--- config.mk ---
export PLATFORM = sky130hd
export DESIGN_NAME = cfd_timing_and_charge_integrator_flat
export DESIGN_NICKNAME = d
export VERILOG_FILES = /design/src/hdl/cfd_pkg.sv /design/src/hdl/cfd_in_if.sv /design/src/hdl/cfd_out_if.sv /design/src/hdl/cfd_ram.sv /design/src/hdl/cfd_timing_and_charge_integrator.sv /design/src/flat_wrapper.sv
export SDC_FILE = /design/constraint.sdc
export NUM_CORES = 1
export LEC_CHECK = 0
export ABC_AREA = 1
export ABC_CLOCK_PERIOD_IN_PS = 3200
export BUFFER_PORTS_ARGS = -buffer_cell sky130_fd_sc_hd__clkbuf_2
export CORE_MARGIN = 2
export CORE_UTILIZATION = 57
export CTS_CLUSTER_DIAMETER = 100
export DETAILED_ROUTE_END_ITERATION = 16
export PLACE_DENSITY_LB_ADDON = 0.1
export RECOVER_POWER = 50
export SYNTH_ARGS = -nofsm -noshare
export SYNTH_HDL_FRONTEND = slang
export SYNTH_SLANG_ARGS = --single-unit
export TNS_END_PERCENT = 30
--- constraint.sdc ---
create_clock -name clk -period 3.2 [get_ports clk]
set_input_delay 0.16 -clock clk [delete_from_list [all_inputs] [get_ports clk]]
set_output_delay 0.16 -clock clk [all_outputs]
set_load 0.01 [all_outputs]
--- src/hdl/cfd_pkg.sv ---
package cfd_pkg;

    localparam int MAX_DELAY  = 32;
    localparam int MAX_BINS   = 256;
    localparam int CFD_GAIN   = 5;

    localparam int SAMPLE_W   = 16;
    localparam int DELAY_W    = 6;
    localparam int BIN_OUT_W  = 8;
    localparam int CHARGE_W   = 24;
    localparam int DELAY_RST  = 4;

    localparam int PTR_W      = (MAX_DELAY > 1) ? $clog2(MAX_DELAY) : 1;
    localparam int LINE_DEPTH = 1 << PTR_W;
    localparam int BIN_W      = (MAX_BINS > 1) ? $clog2(MAX_BINS) : 1;
    localparam int SIG_W      = SAMPLE_W + 3;

    localparam logic [CHARGE_W-1:0] CHARGE_MAX = {CHARGE_W{1'b1}};

endpackage

--- src/hdl/cfd_in_if.sv ---
interface cfd_in_if;

    logic                             valid;
    logic                             ready;
    logic [cfd_pkg::SAMPLE_W-1:0]     sample;
    logic                             last_sample;

    modport source (output valid, output sample, output last_sample, input ready);
    modport sink   (input valid, input sample, input last_sample, output ready);

endinterface

--- src/hdl/cfd_out_if.sv ---
interface cfd_out_if;

    logic                             valid;
    logic                             ready;
    logic                             crossing_found;
    logic [cfd_pkg::BIN_OUT_W-1:0]    crossing_bin;
    logic [cfd_pkg::CHARGE_W-1:0]     total_charge;

    modport source (output valid, output crossing_found, output crossing_bin,
                    output total_charge, input ready);
    modport sink   (input valid, input crossing_found, input crossing_bin,
                    input total_charge, output ready);

endinterface

--- src/hdl/cfd_ram.sv ---
module cfd_ram #(
    parameter int WIDTH = 16,
    parameter int DEPTH = 32,
    localparam int AW   = (DEPTH > 1) ? $clog2(DEPTH) : 1
) (
    input  logic             clk,
    input  logic             we,
    input  logic [AW-1:0]    waddr,
    input  logic [WIDTH-1:0] wdata,
    input  logic             re,
    input  logic [AW-1:0]    raddr,
    output logic [WIDTH-1:0] rdata
);

    logic [WIDTH-1:0] mem_reg [DEPTH];
    logic [WIDTH-1:0] rdata_reg;

    // read returns the old word on a same-address write
    always_ff @(posedge clk)
    begin
        if (we)
        begin
            mem_reg[waddr] <= wdata;
        end
        if (re)
        begin
            rdata_reg <= mem_reg[raddr];
        end
    end

    assign rdata = rdata_reg;

endmodule

--- src/hdl/cfd_timing_and_charge_integrator.sv ---
// The last sample beat passes the stage 1 register (read stage), then is evaluated into the result register.
// Throughput: one sample beat per cycle unless a last beat waits in stage 1 for a full result
//   register; otherwise the one-port-read delay RAM and the evaluate stage both take a new beat every cycle.
// Reset: rst_n clears the pipeline, window state and result register at once and
//   loads delay_reg with 4; the delay RAM needs no clearing.
module cfd_timing_and_charge_integrator (
    input  logic                          clk,
    input  logic                          rst_n,
    input  logic                          cfg_wr_en,
    input  logic [cfd_pkg::DELAY_W-1:0]   cfg_wr_data,
    cfd_in_if.sink                        samples,
    cfd_out_if.source                     results
);

    // ------------------------------------------------------------------
    // Configuration: delay in bins, clamped to the depth of the line
    // ------------------------------------------------------------------
    logic [cfd_pkg::DELAY_W-1:0] delay_reg;
    logic [cfd_pkg::DELAY_W-1:0] delay_eff;

    always_ff @(posedge clk or negedge rst_n)
    begin
        if (!rst_n)
        begin
            delay_reg <= cfd_pkg::DELAY_W'(cfd_pkg::DELAY_RST);
        end
        else if (cfg_wr_en)
        begin
            delay_reg <= cfg_wr_data;
        end
    end

    assign delay_eff = (int'(delay_reg) > cfd_pkg::MAX_DELAY)
                       ? cfd_pkg::DELAY_W'(cfd_pkg::MAX_DELAY) : delay_reg;

    // ------------------------------------------------------------------
    // Stage 0: accept a beat, write it into the circular delay RAM and
    // read the sample that arrived delay_eff beats earlier. A delay equal
    // to the RAM depth hits the address being written; the RAM returns
    // the old word, which is exactly the wanted sample.
    // ------------------------------------------------------------------
    logic                         in_fire;
    logic                         fire1;
    logic                         out_free;
    logic [cfd_pkg::PTR_W-1:0]    ptr_reg;
    logic [cfd_pkg::PTR_W-1:0]    rd_addr;
    logic [cfd_pkg::BIN_W-1:0]    bin_reg;
    logic [cfd_pkg::BIN_W-1:0]    bin_next;
    logic [cfd_pkg::SAMPLE_W-1:0] delayed;

    assign in_fire = samples.valid && samples.ready;
    assign rd_addr = cfd_pkg::PTR_W'(ptr_reg - cfd_pkg::PTR_W'(delay_eff));

    cfd_ram #(
        .WIDTH (cfd_pkg::SAMPLE_W),
        .DEPTH (cfd_pkg::LINE_DEPTH)
    ) u_line (
        .clk   (clk),
        .we    (in_fire),
        .waddr (ptr_reg),
        .wdata (samples.sample),
        .re    (in_fire),
        .raddr (rd_addr),
        .rdata (delayed)
    );

    // bin index saturates at the last bin; clear at the end of a window
    always_comb
    begin
        bin_next = bin_reg;
        if (samples.last_sample)
        begin
            bin_next = '0;
        end
        else if (int'(bin_reg) < cfd_pkg::MAX_BINS - 1)
        begin
            bin_next = bin_reg + 1'b1;
        end
    end

    always_ff @(posedge clk or negedge rst_n)
    begin
        if (!rst_n)
        begin
            ptr_reg <= '0;
            bin_reg <= '0;
        end
        else if (in_fire)
        begin
            ptr_reg <= ptr_reg + 1'b1;
            bin_reg <= bin_next;
        end
    end

    // ------------------------------------------------------------------
    // Stage 1 register: the beat waits here with its RAM word
    // ------------------------------------------------------------------
    logic                         valid1_reg;
    logic [cfd_pkg::SAMPLE_W-1:0] sample1_reg;
    logic                         last1_reg;
    logic [cfd_pkg::BIN_W-1:0]    bin1_reg;

    // a beat leaves stage 1 unless it carries a result the output cannot take
    assign out_free      = !results.valid || results.ready;
    assign fire1         = valid1_reg && (!last1_reg || out_free);
    assign samples.ready = !valid1_reg || fire1;

    always_ff @(posedge clk or negedge rst_n)
    begin
        if (!rst_n)
        begin
            valid1_reg <= 1'b0;
        end
        else if (samples.ready)
        begin
            valid1_reg <= samples.valid;
        end
    end

    always_ff @(posedge clk)
    begin
        if (in_fire)
        begin
            sample1_reg <= samples.sample;
            last1_reg   <= samples.last_sample;
            bin1_reg    <= bin_reg;
        end
    end

    // ------------------------------------------------------------------
    // Stage 1 evaluate: discriminator sign, first crossing, charge sum
    // ------------------------------------------------------------------
    logic                         prev_neg_reg;
    logic                         prev_neg_next;
    logic                         found_reg;
    logic                         found_next;
    logic [cfd_pkg::BIN_W-1:0]    found_bin_reg;
    logic [cfd_pkg::BIN_W-1:0]    found_bin_next;
    logic [cfd_pkg::CHARGE_W-1:0] charge_reg;
    logic [cfd_pkg::CHARGE_W-1:0] charge_next;
    logic [cfd_pkg::CHARGE_W:0]   charge_sum;
    logic [cfd_pkg::SIG_W-1:0]    scaled;
    logic                         neg;

    assign scaled     = cfd_pkg::SIG_W'(delayed) * cfd_pkg::SIG_W'(cfd_pkg::CFD_GAIN);
    assign charge_sum = {1'b0, charge_reg} + (cfd_pkg::CHARGE_W + 1)'(sample1_reg);

    always_comb
    begin
        // before the line fills, the signal is minus the sample; zero delay
        // gives four times the sample, never negative
        if (int'(bin1_reg) >= int'(delay_eff))
        begin
            neg = (delay_eff != '0) && (scaled < cfd_pkg::SIG_W'(sample1_reg));
        end
        else
        begin
            neg = (sample1_reg != '0);
        end

        charge_next    = charge_sum[cfd_pkg::CHARGE_W]
                         ? cfd_pkg::CHARGE_MAX : charge_sum[cfd_pkg::CHARGE_W-1:0];
        prev_neg_next  = prev_neg_reg;
        found_next     = found_reg;
        found_bin_next = found_bin_reg;

        if (bin1_reg == '0)
        begin
            // first bin only seeds the sign
            prev_neg_next = (sample1_reg != '0);
        end
        else if (!found_reg)
        begin
            if (prev_neg_reg && !neg)
            begin
                found_next     = 1'b1;
                found_bin_next = bin1_reg;
            end
            prev_neg_next = neg;
        end
    end

    always_ff @(posedge clk or negedge rst_n)
    begin
        if (!rst_n)
        begin
            prev_neg_reg  <= 1'b0;
            found_reg     <= 1'b0;
            found_bin_reg <= '0;
            charge_reg    <= '0;
        end
        else if (fire1)
        begin
            if (last1_reg)
            begin
                // drop window state once the result is captured
                prev_neg_reg  <= 1'b0;
                found_reg     <= 1'b0;
                found_bin_reg <= '0;
                charge_reg    <= '0;
            end
            else
            begin
                prev_neg_reg  <= prev_neg_next;
                found_reg     <= found_next;
                found_bin_reg <= found_bin_next;
                charge_reg    <= charge_next;
            end
        end
    end

    // ------------------------------------------------------------------
    // Result register: hold the beat until the sink takes it
    // ------------------------------------------------------------------
    logic                          out_valid_reg;
    logic                          out_found_reg;
    logic [cfd_pkg::BIN_OUT_W-1:0] out_bin_reg;
    logic [cfd_pkg::CHARGE_W-1:0]  out_charge_reg;
    logic                          result_load;

    assign result_load = fire1 && last1_reg;

    always_ff @(posedge clk or negedge rst_n)
    begin
        if (!rst_n)
        begin
            out_valid_reg <= 1'b0;
        end
        else if (result_load)
        begin
            out_valid_reg <= 1'b1;
        end
        else if (results.ready)
        begin
            out_valid_reg <= 1'b0;
        end
    end

    always_ff @(posedge clk)
    begin
        if (result_load)
        begin
            out_found_reg  <= found_next;
            out_bin_reg    <= found_next
                              ? cfd_pkg::BIN_OUT_W'(found_bin_next) : '0;
            out_charge_reg <= charge_next;
        end
    end

    assign results.valid          = out_valid_reg;
    assign results.crossing_found = out_found_reg;
    assign results.crossing_bin   = out_bin_reg;
    assign results.total_charge   = out_charge_reg;

    // ------------------------------------------------------------------
    // Assertions
    // ------------------------------------------------------------------
    a_result_from_last: assert property (@(posedge clk) disable iff (!rst_n)
        $rose(out_valid_reg) |-> $past(result_load))
        else $error("result beat without a last sample leaving stage 1");

    a_no_overwrite: assert property (@(posedge clk) disable iff (!rst_n)
        result_load |-> out_free)
        else $error("pending result overwritten");

    a_stage1_holds: assert property (@(posedge clk) disable iff (!rst_n)
        (valid1_reg && !fire1) |=> (valid1_reg && $stable(bin1_reg)
                                    && $stable(last1_reg)))
        else $error("stalled beat lost in stage 1");

    a_bin_without_flag: assert property (@(posedge clk) disable iff (!rst_n)
        (found_reg || found_bin_reg == '0))
        else $error("crossing bin set with no crossing found");

    a_result_bin_zero: assert property (@(posedge clk) disable iff (!rst_n)
        (out_valid_reg && !out_found_reg) |-> (out_bin_reg == '0))
        else $error("crossing bin non-zero on a result with no crossing");

endmodule
--- src/flat_wrapper.sv ---
// flat-port wrapper written by rule: the top's interface ports become plain ports
module cfd_timing_and_charge_integrator_flat 
  (clk, rst_n, cfg_wr_en, cfg_wr_data, samples_valid, samples_sample, samples_last_sample, samples_ready, results_valid, results_crossing_found, results_crossing_bin, results_total_charge, results_ready);
  cfd_in_if samples_i ();
  cfd_out_if results_i ();
  input  logic clk;
  input  logic rst_n;
  input  logic cfg_wr_en;
  input  logic [cfd_pkg::DELAY_W-1:0] cfg_wr_data;
  input wire logic [$bits(samples_i.valid)-1:0] samples_valid;
  input wire logic [$bits(samples_i.sample)-1:0] samples_sample;
  input wire logic [$bits(samples_i.last_sample)-1:0] samples_last_sample;
  output wire logic [$bits(samples_i.ready)-1:0] samples_ready;
  output wire logic [$bits(results_i.valid)-1:0] results_valid;
  output wire logic [$bits(results_i.crossing_found)-1:0] results_crossing_found;
  output wire logic [$bits(results_i.crossing_bin)-1:0] results_crossing_bin;
  output wire logic [$bits(results_i.total_charge)-1:0] results_total_charge;
  input wire logic [$bits(results_i.ready)-1:0] results_ready;
  assign samples_i.valid = samples_valid;
  assign samples_i.sample = samples_sample;
  assign samples_i.last_sample = samples_last_sample;
  assign samples_ready = samples_i.ready;
  assign results_valid = results_i.valid;
  assign results_crossing_found = results_i.crossing_found;
  assign results_crossing_bin = results_i.crossing_bin;
  assign results_total_charge = results_i.total_charge;
  assign results_i.ready = results_ready;
  cfd_timing_and_charge_integrator u_core (.clk(clk), .rst_n(rst_n), .cfg_wr_en(cfg_wr_en), .cfg_wr_data(cfg_wr_data), .samples(samples_i), .results(results_i));
endmodule
; ---- Word-level counts from Yosys, hierarchy flattened
; Memory sizes are Yosys's and may differ from the RTL's. A register that Yosys moved wholly into a read port is not among the register bits.
; Cells that the tools add are included.
[word_totals]
register_bits = 113
ram_bits = 512
inputBits = 28
output_inout_bits = 35
word_cells = 66
mem_count = 1
[classes]
addsub = 4
multipliers = 1
n_lt_le_gt_ge = 4
eq_ne = 1
mux = 21
reduce_logical = 19
[mem_list]
columns = name, words, word_bits, read_ports, rd_ports_with_merged_regs, write_ports, line_no
row1 = u_core.u_line.mem_reg, 32, 16, 1, 1, 1, cfd_ram.sv:15  ; logic [WIDTH-1:0] mem_reg [DEPTH];
[ops]
columns = op, n
row1 = 24-bit 2-to-1 mux, 2
row2 = 8-bit 2-to-1 mux, 6
row3 = 24-bit by 16-bit adder with 25-bit output, 1
row4 = 19-bit by 16-bit less-than comparator with 1-bit output, 1
row5 = "16-bit by 3-bit multiplier with 19-bit output, second input constant", 1
row6 = 16-bit nonzero test, 1
row7 = 1-bit 2-to-1 mux, 12
row8 = "8-bit by 1-bit adder with 8-bit output, second input constant", 1
row9 = 8-bit by 6-bit >= comparator with 1-bit output, 1
row10 = 8-bit zero test, 1
row11 = "8-bit less-than comparator, second input constant", 1
row12 = "6-bit greater-than comparator, second input constant", 1
row13 = 6-bit 2-to-1 mux, 1
row14 = 6-bit nonzero test, 1
row15 = "5-bit by 1-bit adder with 5-bit output, second input constant", 1
row16 = 1-bit logical AND, 5
row17 = 5-bit subtractor, 1
row18 = 1-bit zero test, 4
row19 = 2-bit AND reduction, 2
row20 = 2-bit nonzero test, 2
row21 = 1-bit logical OR, 3
row22 = "3-bit by 2-bit != test with 1-bit output, second input constant", 1

; ---- Logic depth before layout (Yosys ltp)
; Gate-level depths: netlist (run 1).
[logic_depth]
word_depth = 11
depth_mapped = 23
mapped_depth_nobuf = 22

; ---- By module
; A second synthesis (run 1) with hierarchy kept.
[unflattened]
hier_cells = 2619
hier_area_um2 = 28641.2
[modules_own_cells]
columns = mod, instances, cells_per_inst, area_each_um2, seq_area_each_um2
row1 = cfd_ram, 1, 1794, 21461.8, 15855.2
row2 = cfd_timing_and_charge_integrator, 1, 825, 7179.4, 3119.2

; ---- Worst setup path after synthesis (run 1)
; Ideal clock, no wire load.
[synth_timing]
path_kind = flip-flop to flip-flop
start = reg u_core.out_valid_reg, in the netlist u_core.results.valid
end = mem u_core.u_line.mem_reg[31][0] (enable)
setup_ns = 0.430
arrival_time_ns = 3.202
required_time_ns = 2.770
path_slack_ns = -0.432
stages_incl_launch_ff = 7
n_path_buf = 1
synth_period_minus_slack_ns = 3.632
cell_sequence = dfrtp_1 -> nand4_1 -> nand2_1 -> inv_2 -> nand2_1 -> buf_2 -> nor4_1
[synth_between]
elab_chain_cells = 8
[synth_lines]
columns = element, line_no
row1 = start: declaration, cfd_timing_and_charge_integrator.sv:215  ; logic out_valid_reg;
row2 = start signal: assignment, cfd_timing_and_charge_integrator.sv:227  ; out_valid_reg <= 1'b0;
row3 = start signal: assignment, cfd_timing_and_charge_integrator.sv:231  ; out_valid_reg <= 1'b1;
row4 = start signal: assignment, cfd_timing_and_charge_integrator.sv:235  ; out_valid_reg <= 1'b0;
row5 = 1-bit zero test, cfd_timing_and_charge_integrator.sv:104  ; assign out_free = !results.valid || results.ready;
row6 = 1-bit logical OR, cfd_timing_and_charge_integrator.sv:104
row7 = 1-bit logical OR, cfd_timing_and_charge_integrator.sv:105  ; assign fire1 = valid1_reg && (!last1_reg || out_free);
row8 = 1-bit logical AND, cfd_timing_and_charge_integrator.sv:105
row9 = 1-bit logical OR, cfd_timing_and_charge_integrator.sv:106  ; assign samples.ready = !valid1_reg || fire1;
row10 = named net samples_ready, flat_wrapper.sv:13  ; output wire logic [$bits(samples_i.ready)-1:0] samples_ready;
row11 = 1-bit logical AND, cfd_timing_and_charge_integrator.sv:51  ; assign in_fire = samples.valid && samples.ready;
row12 = named net u_core.in_fire, cfd_timing_and_charge_integrator.sv:42  ; logic in_fire;
row13 = 1-bit 2-to-1 mux, cfd_ram.sv:21  ; if (we)
row14 = 1-bit 2-to-1 mux (implied by the code), cfd_ram.sv:23  ; mem_reg[waddr] <= wdata;
row15 = end: declaration, cfd_ram.sv:15
; The timed path passes the listed nets, and every way through them passes these cells.

; ---- Worst setup path in the final report (run 1)
[layout_timing]
start = reg u_core.u_line.rdata_reg[3], in the netlist u_core.u_line.rdata[3] (read register of u_core.u_line.mem_reg)
end = reg u_core.out_bin_reg, in the netlist u_core.results.crossing_bin[0], data pin
[layout_between]
elab_chain_cells = 9
elab_cells_between_ends = 12
cone_classes = mul (1) / order compare (1) / mux (7) / reduce/logical (3)
[layout_lines]
columns = element, line_no
row1 = start: declaration, cfd_ram.sv:16  ; logic [WIDTH-1:0] rdata_reg;
row2 = 16-bit by 3-bit multiplier with 19-bit output (*), cfd_timing_and_charge_integrator.sv:145  ; assign scaled = cfd_pkg::SIG_W'(delayed) * cfd_pkg::SIG_W'(cfd_pkg::CFD_GAIN);
row3 = 19-bit by 16-bit less-than comparator with 1-bit output (*), cfd_timing_and_charge_integrator.sv:154  ; neg = (delay_eff != '0) && (scaled < cfd_pkg::SIG_W'(sample1_reg));
row4 = 1-bit logical AND (*), cfd_timing_and_charge_integrator.sv:154
row5 = 1-bit 2-to-1 mux (*), cfd_timing_and_charge_integrator.sv:152  ; if (int'(bin1_reg) >= int'(delay_eff))
row6 = 1-bit zero test (*), cfd_timing_and_charge_integrator.sv:174  ; if (prev_neg_reg && !neg)
row7 = 1-bit logical AND (*), cfd_timing_and_charge_integrator.sv:174
row8 = 8-bit 2-to-1 mux or 1-bit 2-to-1 mux (tied branches), cfd_timing_and_charge_integrator.sv:174
row9 = 8-bit 2-to-1 mux or 1-bit 2-to-1 mux (tied branches), cfd_timing_and_charge_integrator.sv:172  ; else if (!found_reg)
row10 = 8-bit 2-to-1 mux or 1-bit 2-to-1 mux (tied branches), cfd_timing_and_charge_integrator.sv:167  ; if (bin1_reg == '0)
row11 = end signal: assignment, cfd_timing_and_charge_integrator.sv:244  ; out_bin_reg <= found_next
row12 = end: declaration, cfd_timing_and_charge_integrator.sv:217  ; logic [cfd_pkg::BIN_OUT_W-1:0] out_bin_reg;
; Every way passes the cells marked *; elsewhere a longest branch is shown, timed or not.
; A chain may end at the register's enable or synchronous reset.

==> results of run 1 <==
-- where the power goes --
part | total [mW] | switching (mW) | leakage [nW] | internal [mW]
clock | 8.13 | 3.19 | 1.12 | 4.94
sequential | 10.5 | 0.362 | 6.05 | 10.2
combinational | 16.5 | 10.5 | 4.82 | 6.01
-- layout by cell type, fill, tap and decap left out, types with 7 or more instances in the layout --
cell type	instances
inv_1	121
edfxtp_1	586
nand2_1	311
xor2_1	21
bufinv_16	9
clkbuf_1	73
clkbuf_16	73
dfrtp_1	54
o32ai_1	63
dlygate4sd3_1	19
o221ai_1	64
nand2_2	16
nand3_2	8
o21ai_1	12
ha_1	70
nor2_1	381
clkbuf_2	11
o31ai_2	12
xnor2_1	9
buf_12	14
buf_4	90
nor3_1	11
a21oi_1	35
clkinv_1	7
nand3_1	69
mux2i_1	64
o21ai_0	160
nand4_1	22
-- per-stage QoR --
step                util, %  hold slack [ns]  instance area, sq um  setup slack, ns
floorplan                 -          -0.1356                 27920         -0.01238
global placement      60.56           0.2248                 29460          -0.2502
detailed placement    60.56           0.2310                 29460          -0.3450
CTS                   65.94           0.1279                 32080          -0.1835
global route          66.03           0.4143                 32120          -0.4291
finish                66.03           0.3734                 32120          -0.2193
-- logic make-up (layout without fill, tap and decap cells) --
logic type      count (synthesis)  count (layout)  synth area share [%]
buf+inv                       237             440                 3.712
compound gates                376             376                 9.020
flops                         641             641                 67.98
simple gates                  843             843                 12.30
fa+ha+maj                      77              77                 3.533
mux                            67              67                 2.416
xor+xnor                       33              33                 1.036
other cells                     0               1                     0
-- area by class of cell --
cell class              count  area (sq um)
multi-input cells        1396          8133
diodes                      1         2.502
repair inverters            1         7.507
repair buffers            190          1426
well taps                 622         778.2
fillers                  3595         16520
clock inverters            30         407.9
flip-flops and latches    641         18970
clock buffers              93          1912
inverters                 126         480.5
-- final timing paths --
kind | endpoint | cells past startpoint | slack [ns]
max in group asynchronous | u_core.found_bin_reg[3]$_DFFE_PN0P_ | 3 | 1.20
worst min-delay path | u_core.results.valid$_DFFE_PN0P_ | 5 | 0.37
min in group asynchronous | u_core.charge_reg[21]$_DFFE_PN0P_ | 2 | 0.45
worst min register to register | u_core.bin1_reg[5]$_DFFE_PP_ | 0 | 0.47
worst max register to register | u_core.results.crossing_bin[0]$_SDFFCE_PN0P_ | 18 | -0.22
worst max-delay path | u_core.results.crossing_bin[0]$_SDFFCE_PN0P_ | 18 | -0.22
-- routing by layer --
layer / wire (microns) / part of all wire (%)
met5: 0 / 0
met4: 1849 / 2.8
met3: 4274 / 6.4
met2: 31940 / 48
met1: 28640 / 43
-- worst max-delay path, cell delays in order (launching register included) --
cell	delay, ns
edfxtp_1	0.43
ha_1	0.37
ha_4	0.27
or2_0	0.20
nand3b_1	0.10
nand2_2	0.07
a31oi_1	0.17
xnor2_1	0.15
ha_1	0.26
a21oi_1	0.15
nor2_1	0.05
a211oi_1	0.22
nand2_2	0.09
nand2_2	0.08
nand4_4	0.16
nand3_4	0.17
nand2_1	0.10
nand2_1	0.08
nor2_1	0.04
-- repair_timing --
item / 4_1_cts / 5_1_grt
hold endpoints to repair: 36 / 0
hold buffers: 19 / 0
gates cloned: 1 / 0
pin swaps: 22 / 14
setup endpoints to repair: 19 / 35
gates resized for setup: 18 / 21
setup buffers: 5 / 2
==> results by group, run 1 <==
Outcome
  – Status: complete, but fails checks
  – Failing checks: max-capacitance violations, max-slew violations, negative setup slack

Timing
  – RSZ-0062 raised after global routing: yes
  – Slew @ Worst Pin: 1.966 ns
  – Final setup fails: 18
  – Setup tns final: -2.465 ns
  – Fin. Hold Viols: 0
  – Max-slew violations: 545
  – Fin crit period: 3.419 ns
  – Final worst slack: -0.2193 ns
  – Worst clock skew: 0.02959 ns
  – Maximum clock frequency: 292.5 MHz
  – Final period utilization: 106.9%
  – Worst slew margin: -31.09%

Setup path
  – Worst EP required: 3.56 ns
  – FF-to-FF Start: u_core.u_line.rdata[3]$_DFFE_PP_
  – Worst Path Max Fanout: 8
  – CP Launch Point: u_core.u_line.rdata[3]$_DFFE_PP_
  – Crit start category: flip-flop
  – Critical Path Sink Type: flip-flop
  – Critical path type: flip-flop to flip-flop
  – Worst Path Arrival: 3.78 ns

Detailed routing
  – WL per Instance: 21.52 microns
  – Residual DRC count: 0
  – Post-Route WL: 66710 microns
  – Via count: 18240
  – Vias per cell: 5.884
  – Initial DRC Count: 1700
  – 1st-pass router iterations: 5
  – Antenna Nets Post-Route: 0

Flow run
  – Maxcap violations: 16

Synthesis
  – Syn Nets: 2379
  – Cell taking the most area after synthesis: edfxtp_1
  – Warning count from the yosys run: 0
  – Netlist Area Pre-Place: 27910 sq um
  – Cells after Synth: 2274
  – Synth Area per Inst: 12.27 sq um
  – Top cell type's share of synthesized area: 63.05%
  – Yosys cell types: 51
  – FF+latch count, synth: 641
  – EDFF count, synth: 586
  – Commonest cells post-synth: edfxtp_1 (586), nor2_1 (384), nand2_1 (325), o21ai_0 (160), inv_1 (120)
  – Top cells by area, synth: edfxtp_1 (63%), nor2_1 (5.2%), dfrtp_1 (4.8%)
  – Most common cell in the netlist: edfxtp_1
  – Post-synth ARST share: 8.580%
  – Ys flop type: edfxtp_1
  – Post-synthesis sequential area ratio: 67.98%

Power and ir drop
  – Pwr Total: 35.16 mW
  – Worst VDD drop: 0.0006206 V
  – Pleak: 11.99 nW
  – PD cells: 1095 nW/um^2

Min path
  – Hold_sp: results_ready
  – Worst min-delay path class: input port to flip-flop

CTS
  – Max clock buf depth: 3
  – CTS root buf: clkbuf_16
  – CTS H-tree lvls: 3
  – CTS buffer count: 69
  – Clock sink count: 641
  – Worst-Skew Late Latency: 0.61 ns
  – CTS tree: built
  – Clock transition at path regs: 0.06 ns

Final layout
  – Final #Nets: 2530
  – Post-Layout Cell Count: 3100
  – Largest register FFs: 512
  – Area added between synthesis and finish: 15.09%
  – Layout cells sized above 1: 11.63%

Global routing
  – Grt ovf: 0
  – Met3 Resource Use GR: 4.733%
  – Global-route wire length before repair: 102100 microns
  – Global routing's busiest layer: met2
  – Gr usage total: 26.62%
  – Antenna violations before repair: 0
  – Routing usage on met1: 36.64%
  – GR Layer Usage met2: 43.36%
  – Pin count of the biggest net entering global routing: 105
  – Vias in the first global route: 17853

Floorplanning
  – Die width: 225.3 microns
  – Core footprint: 48650 sq um
  – # IOs: 63
  – Die height: 225.3 microns
  – Initial Utilization: 57.37%
  – FP Rows: 81
  – DIE AREA: 50750 sq um

Placed design
  – Placed instance count: 2949
  – IO Port Bufs: 62
  – Post-DP HPWL: 40030 microns
  – RePlAce Congestion: 0.8826
(Power assumes the default switching activity.)
==> inputs of run 2 (changes only) <==
- SYNTH_HIERARCHICAL: unset -> 1
==> run 2 against run 1 <==
The run still ends with max-capacitance violations, max-slew violations, negative setup slack left. Worst setup slack got worse by 0.085 ns. Sequential share of layout area fell by 0.80 points. Combinational power rose by 4%. Critical path type unchanged.
==> results by group, run 2 <==
Outcome
  – Status: complete, but fails checks
  – Failing checks: max-capacitance violations, max-slew violations, negative setup slack

Synthesis
  – Netlist Area Pre-Place: 28640 sq um
  – Cells after Synth: 2619
  – Post-synthesis sequential area ratio: 66.25%
  – Synth Area per Inst: 10.94 sq um
  – Commonest cells post-synth: nand2_1 (910), edfxtp_1 (586), nand3_1 (427), inv_1 (130), nor2_1 (100)
  – Most common cell in the netlist: nand2_1
  – Top cells by area, synth: edfxtp_1 (61%), nand2_1 (12%), nand3_1 (7.5%)
  – Cell taking the most area after synthesis: edfxtp_1
  – Warning count from the yosys run: 6
  – Top cell type's share of synthesized area: 61.44%
  – Ys flop type: edfxtp_1
  – FF+latch count, synth: 641
  – EDFF count, synth: 586
  – Post-synth ARST share: 8.580%
  – Syn Nets: 2721
  – Yosys cell types: 53

Min path
  – Worst min-delay path class: input port to flip-flop
  – Endpoint, Worst Hold: u_core/last1_reg$_DFFE_PP_
  – Hold_sp: samples_last_sample
  – Hold Path Depth: 2

Setup path
  – Most used cell, CP: nand2_2
  – FF-to-FF Start: u_core/u_line/rdata[3]$_DFFE_PP_
  – Cell Chain, Critical Path: buf_6 -> ha_4 -> ha_1 -> nand2_1 -> inv_1 -> nand3b_1 -> nand2_2 -> a31oi_2 -> xnor2_1 -> ha_1 -> a21oi_2 -> nor2_1 -> a211oi_2 -> a21oi_4 -> nor2_4 -> nand2_4 -> nand3_4 -> nand2_2 -> nand2_2 -> nor2_1
  – R2R Setup Slk: -0.30 ns
  – Slowest-stage cell, CP: edfxtp_1
  – Critical Path Sink Type: flip-flop
  – Worst Path Arrival: 3.85 ns
  – R2r endpoint: u_core/results.crossing_bin[5]$_SDFFCE_PN0P_
  – Crit path buf inv count: 2
  – Worst-case reg-to-reg path depth: 20
  – Delay-heaviest family, CP: simple AND/OR/NAND/NOR gates
  – Max stage delay on crit path: 0.44 ns
  – Crit start category: flip-flop
  – Worst EP required: 3.54 ns
  – Critical path type: flip-flop to flip-flop
  – Worst Path Max Fanout: 8

Detailed routing
  – Post-Route WL: 70140 microns
  – WL per Instance: 20.15 microns
  – 1st-pass router iterations: 5
  – Vias per cell: 5.579
  – Antenna Nets Post-Route: 0
  – Via count: 19421
  – Initial DRC Count: 1600
  – Residual DRC count: 0

Floorplanning
  – Die height: 228.2 microns
  – Die width: 228.2 microns
  – Core footprint: 49860 sq um
  – DIE AREA: 52060 sq um
  – Initial Utilization: 57.44%
  – FP Rows: 82
  – # IOs: 63

Timing
  – Worst slew margin: -46.35%
  – Fin crit period: 3.505 ns
  – Maximum clock frequency: 285.3 MHz
  – Final period utilization: 109.5%
  – Setup tns final: -3.763 ns
  – RSZ-0062 raised after global routing: yes
  – Max-slew violations: 583
  – Final worst slack: -0.3047 ns
  – Worst clock skew: 0.02434 ns
  – Slew @ Worst Pin: 2.195 ns
  – Final setup fails: 18
  – Fin. Hold Viols: 0

Global routing
  – Vias in the first global route: 19124
  – Antenna violations before repair: 1
  – Global-route wire length before repair: 108700 microns
  – Pin count of the biggest net entering global routing: 106
  – Gr usage total: 27.24%
  – Grt ovf: 0

Power and ir drop
  – Internal Dissipation: 20.72 mW
  – Switching Fraction: 41.99%
  – Pleak: 12.90 nW
  – Reg power frac: 29.7%
  – Switching power total: 15.00 mW
  – Comb pwr share: 48.0%
  – Clock share of power: 22.3%
  – Worst VDD drop: 0.0005883 V
  – PD cells: 1097 nW/um^2

Final layout
  – Most common cell after layout, fill and taps aside: nand2_1
  – Area added between synthesis and finish: 13.70%
  – Largest register FFs: 512
  – Post-Layout Cell Count: 3481
  – Fin util: 65.31%
  – Layout cells sized above 1: 10.44%
  – Final #Nets: 2853
  – Commonest cells after routing, fill and taps aside: nand2_1 (903), edfxtp_1 (586), nand3_1 (426), inv_1 (128), nor2_1 (95)
  – Design area: 32570 sq um

CTS
  – Clock transition at path regs: 0.06 ns
  – Clock sink count: 641
  – CTS H-tree lvls: 3
  – Max clock buf depth: 3
  – CTS tree: built
  – CTS root buf: clkbuf_16
  – Worst-Skew Late Latency: 0.61 ns
  – CTS buffer count: 69

Placed design
  – Placed instance count: 3325
  – RePlAce Congestion: 0.8648
  – Placed inst area: 29890 sq um
  – IO Port Bufs: 62
  – Post-DP HPWL: 41030 microns

Flow run
  – Maxcap violations: 17
==> run 2: changes by cell type after synthesis, sizes merged, moves of 132 or more <==
cell / before / now
nand3: 79 / 439
nand2: 328 / 925
o21ai: 173 / 41
nor2: 386 / 104
==> run 2: power groups by stage <==
stage	sequential [mW]	combinational, mW	clock [mW]
after global routing	10.7	19.0	8.43
final	10.6	17.1	7.98
after CTS	10.6	16.7	8.09
after global placement	10.7	15.9	0
after floorplan	10.7	11.1	0
after detailed placement	10.8	16.1	0
==> run 2: what timing repair did <==
action                                 4_1_cts  5_1_grt
resized for setup                           20       19
buffers inserted                             6        1
pin swaps                                   24       19
endpoints found under the hold margin       48        0
cloned                                       1        0
setup endpoints to repair                   18       19
hold buffers                                19        0
==> run 2: through the flow <==
stage          hold slack [ns]  power (mW)  setup WS [ns]
2_1_floorplan          -0.1356       21.80        0.03618
3_3_place_gp            0.3605       26.67        -0.2405
3_5_place_dp            0.3681       26.86        -0.3290
4_1_cts                 0.2734       35.41        -0.2291
5_1_grt                 0.3496       38.13        -0.4737
6_report                0.3506       35.72        -0.3047
==> run 2: final cells by class <==
cell class / count / area [sq um]
multi-input combinational: 1724 / 8566
antenna: 3 / 7.507
fill: 3874 / 17300
timing repair buffer: 175 / 1363
tap: 672 / 840.8
inverter: 140 / 545.5
clock inverter: 38 / 377.9
clock buffer: 88 / 1891
sequential: 641 / 18970
==> run 2: worst reg2reg max path, stage by stage (launching register included) <==
cell and delay (ns):
edfxtp_1 0.44, buf_6 0.15, ha_4 0.14, ha_1 0.31
nand2_1 0.13, inv_1 0.06, nand3b_1 0.11, nand2_2 0.09
a31oi_2 0.20, xnor2_1 0.10, ha_1 0.32, a21oi_2 0.13
nor2_1 0.06, a211oi_2 0.23, a21oi_4 0.10, nor2_4 0.19
nand2_4 0.11, nand3_4 0.16, nand2_2 0.10, nand2_2 0.08
nor2_1 0.04
==> run 2: cell families after synthesis <==
family / after synthesis / share of synthesized area, %
muxes: 3 / 0.1179
AOI/OAI and AO/OA: 101 / 1.992
xor gates and xnor gates: 33 / 1.009
adders and majority gates: 74 / 3.311
and+or+nand+nor: 1512 / 22.63
buffers and inverters: 255 / 4.687
DFF: 641 / 66.25
==> run 2: routing by layer <==
layer / track usage [%] / wire length (microns)
met5: 0 / 0
met4: 11.64 / 2515
met3: 4.425 / 4675
met2: 42.82 / 32310
met1: 38.02 / 30640
==> run 2: how the worst max path moves through the flow <==
stage | from | endpoint | slack [ns] | cells after the start
6_report | u_core/u_line/rdata[3]$_DFFE_PP_ | u_core/results.crossing_bin[5]$_SDFFCE_PN0P_ | -0.30 | 20
5_1_grt | u_core/u_line/rdata[3]$_DFFE_PP_ | u_core/results.crossing_bin[5]$_SDFFCE_PN0P_ | -0.47 | 20
4_1_cts | u_core/u_line/rdata[3]$_DFFE_PP_ | u_core/results.crossing_bin[5]$_SDFFCE_PN0P_ | -0.23 | 19
3_5_place_dp | u_core/u_line/rdata[1]$_DFFE_PP_ | u_core/results.crossing_bin[5]$_SDFFCE_PN0P_ | -0.33 | 23
3_3_place_gp | u_core/u_line/rdata[1]$_DFFE_PP_ | u_core/results.crossing_bin[3]$_SDFFCE_PN0P_ | -0.24 | 23
2_1_floorplan | u_core/u_line/rdata[1]$_DFFE_PP_ | u_core/results.crossing_bin[0]$_SDFFCE_PN0P_ | 0.04 | 20
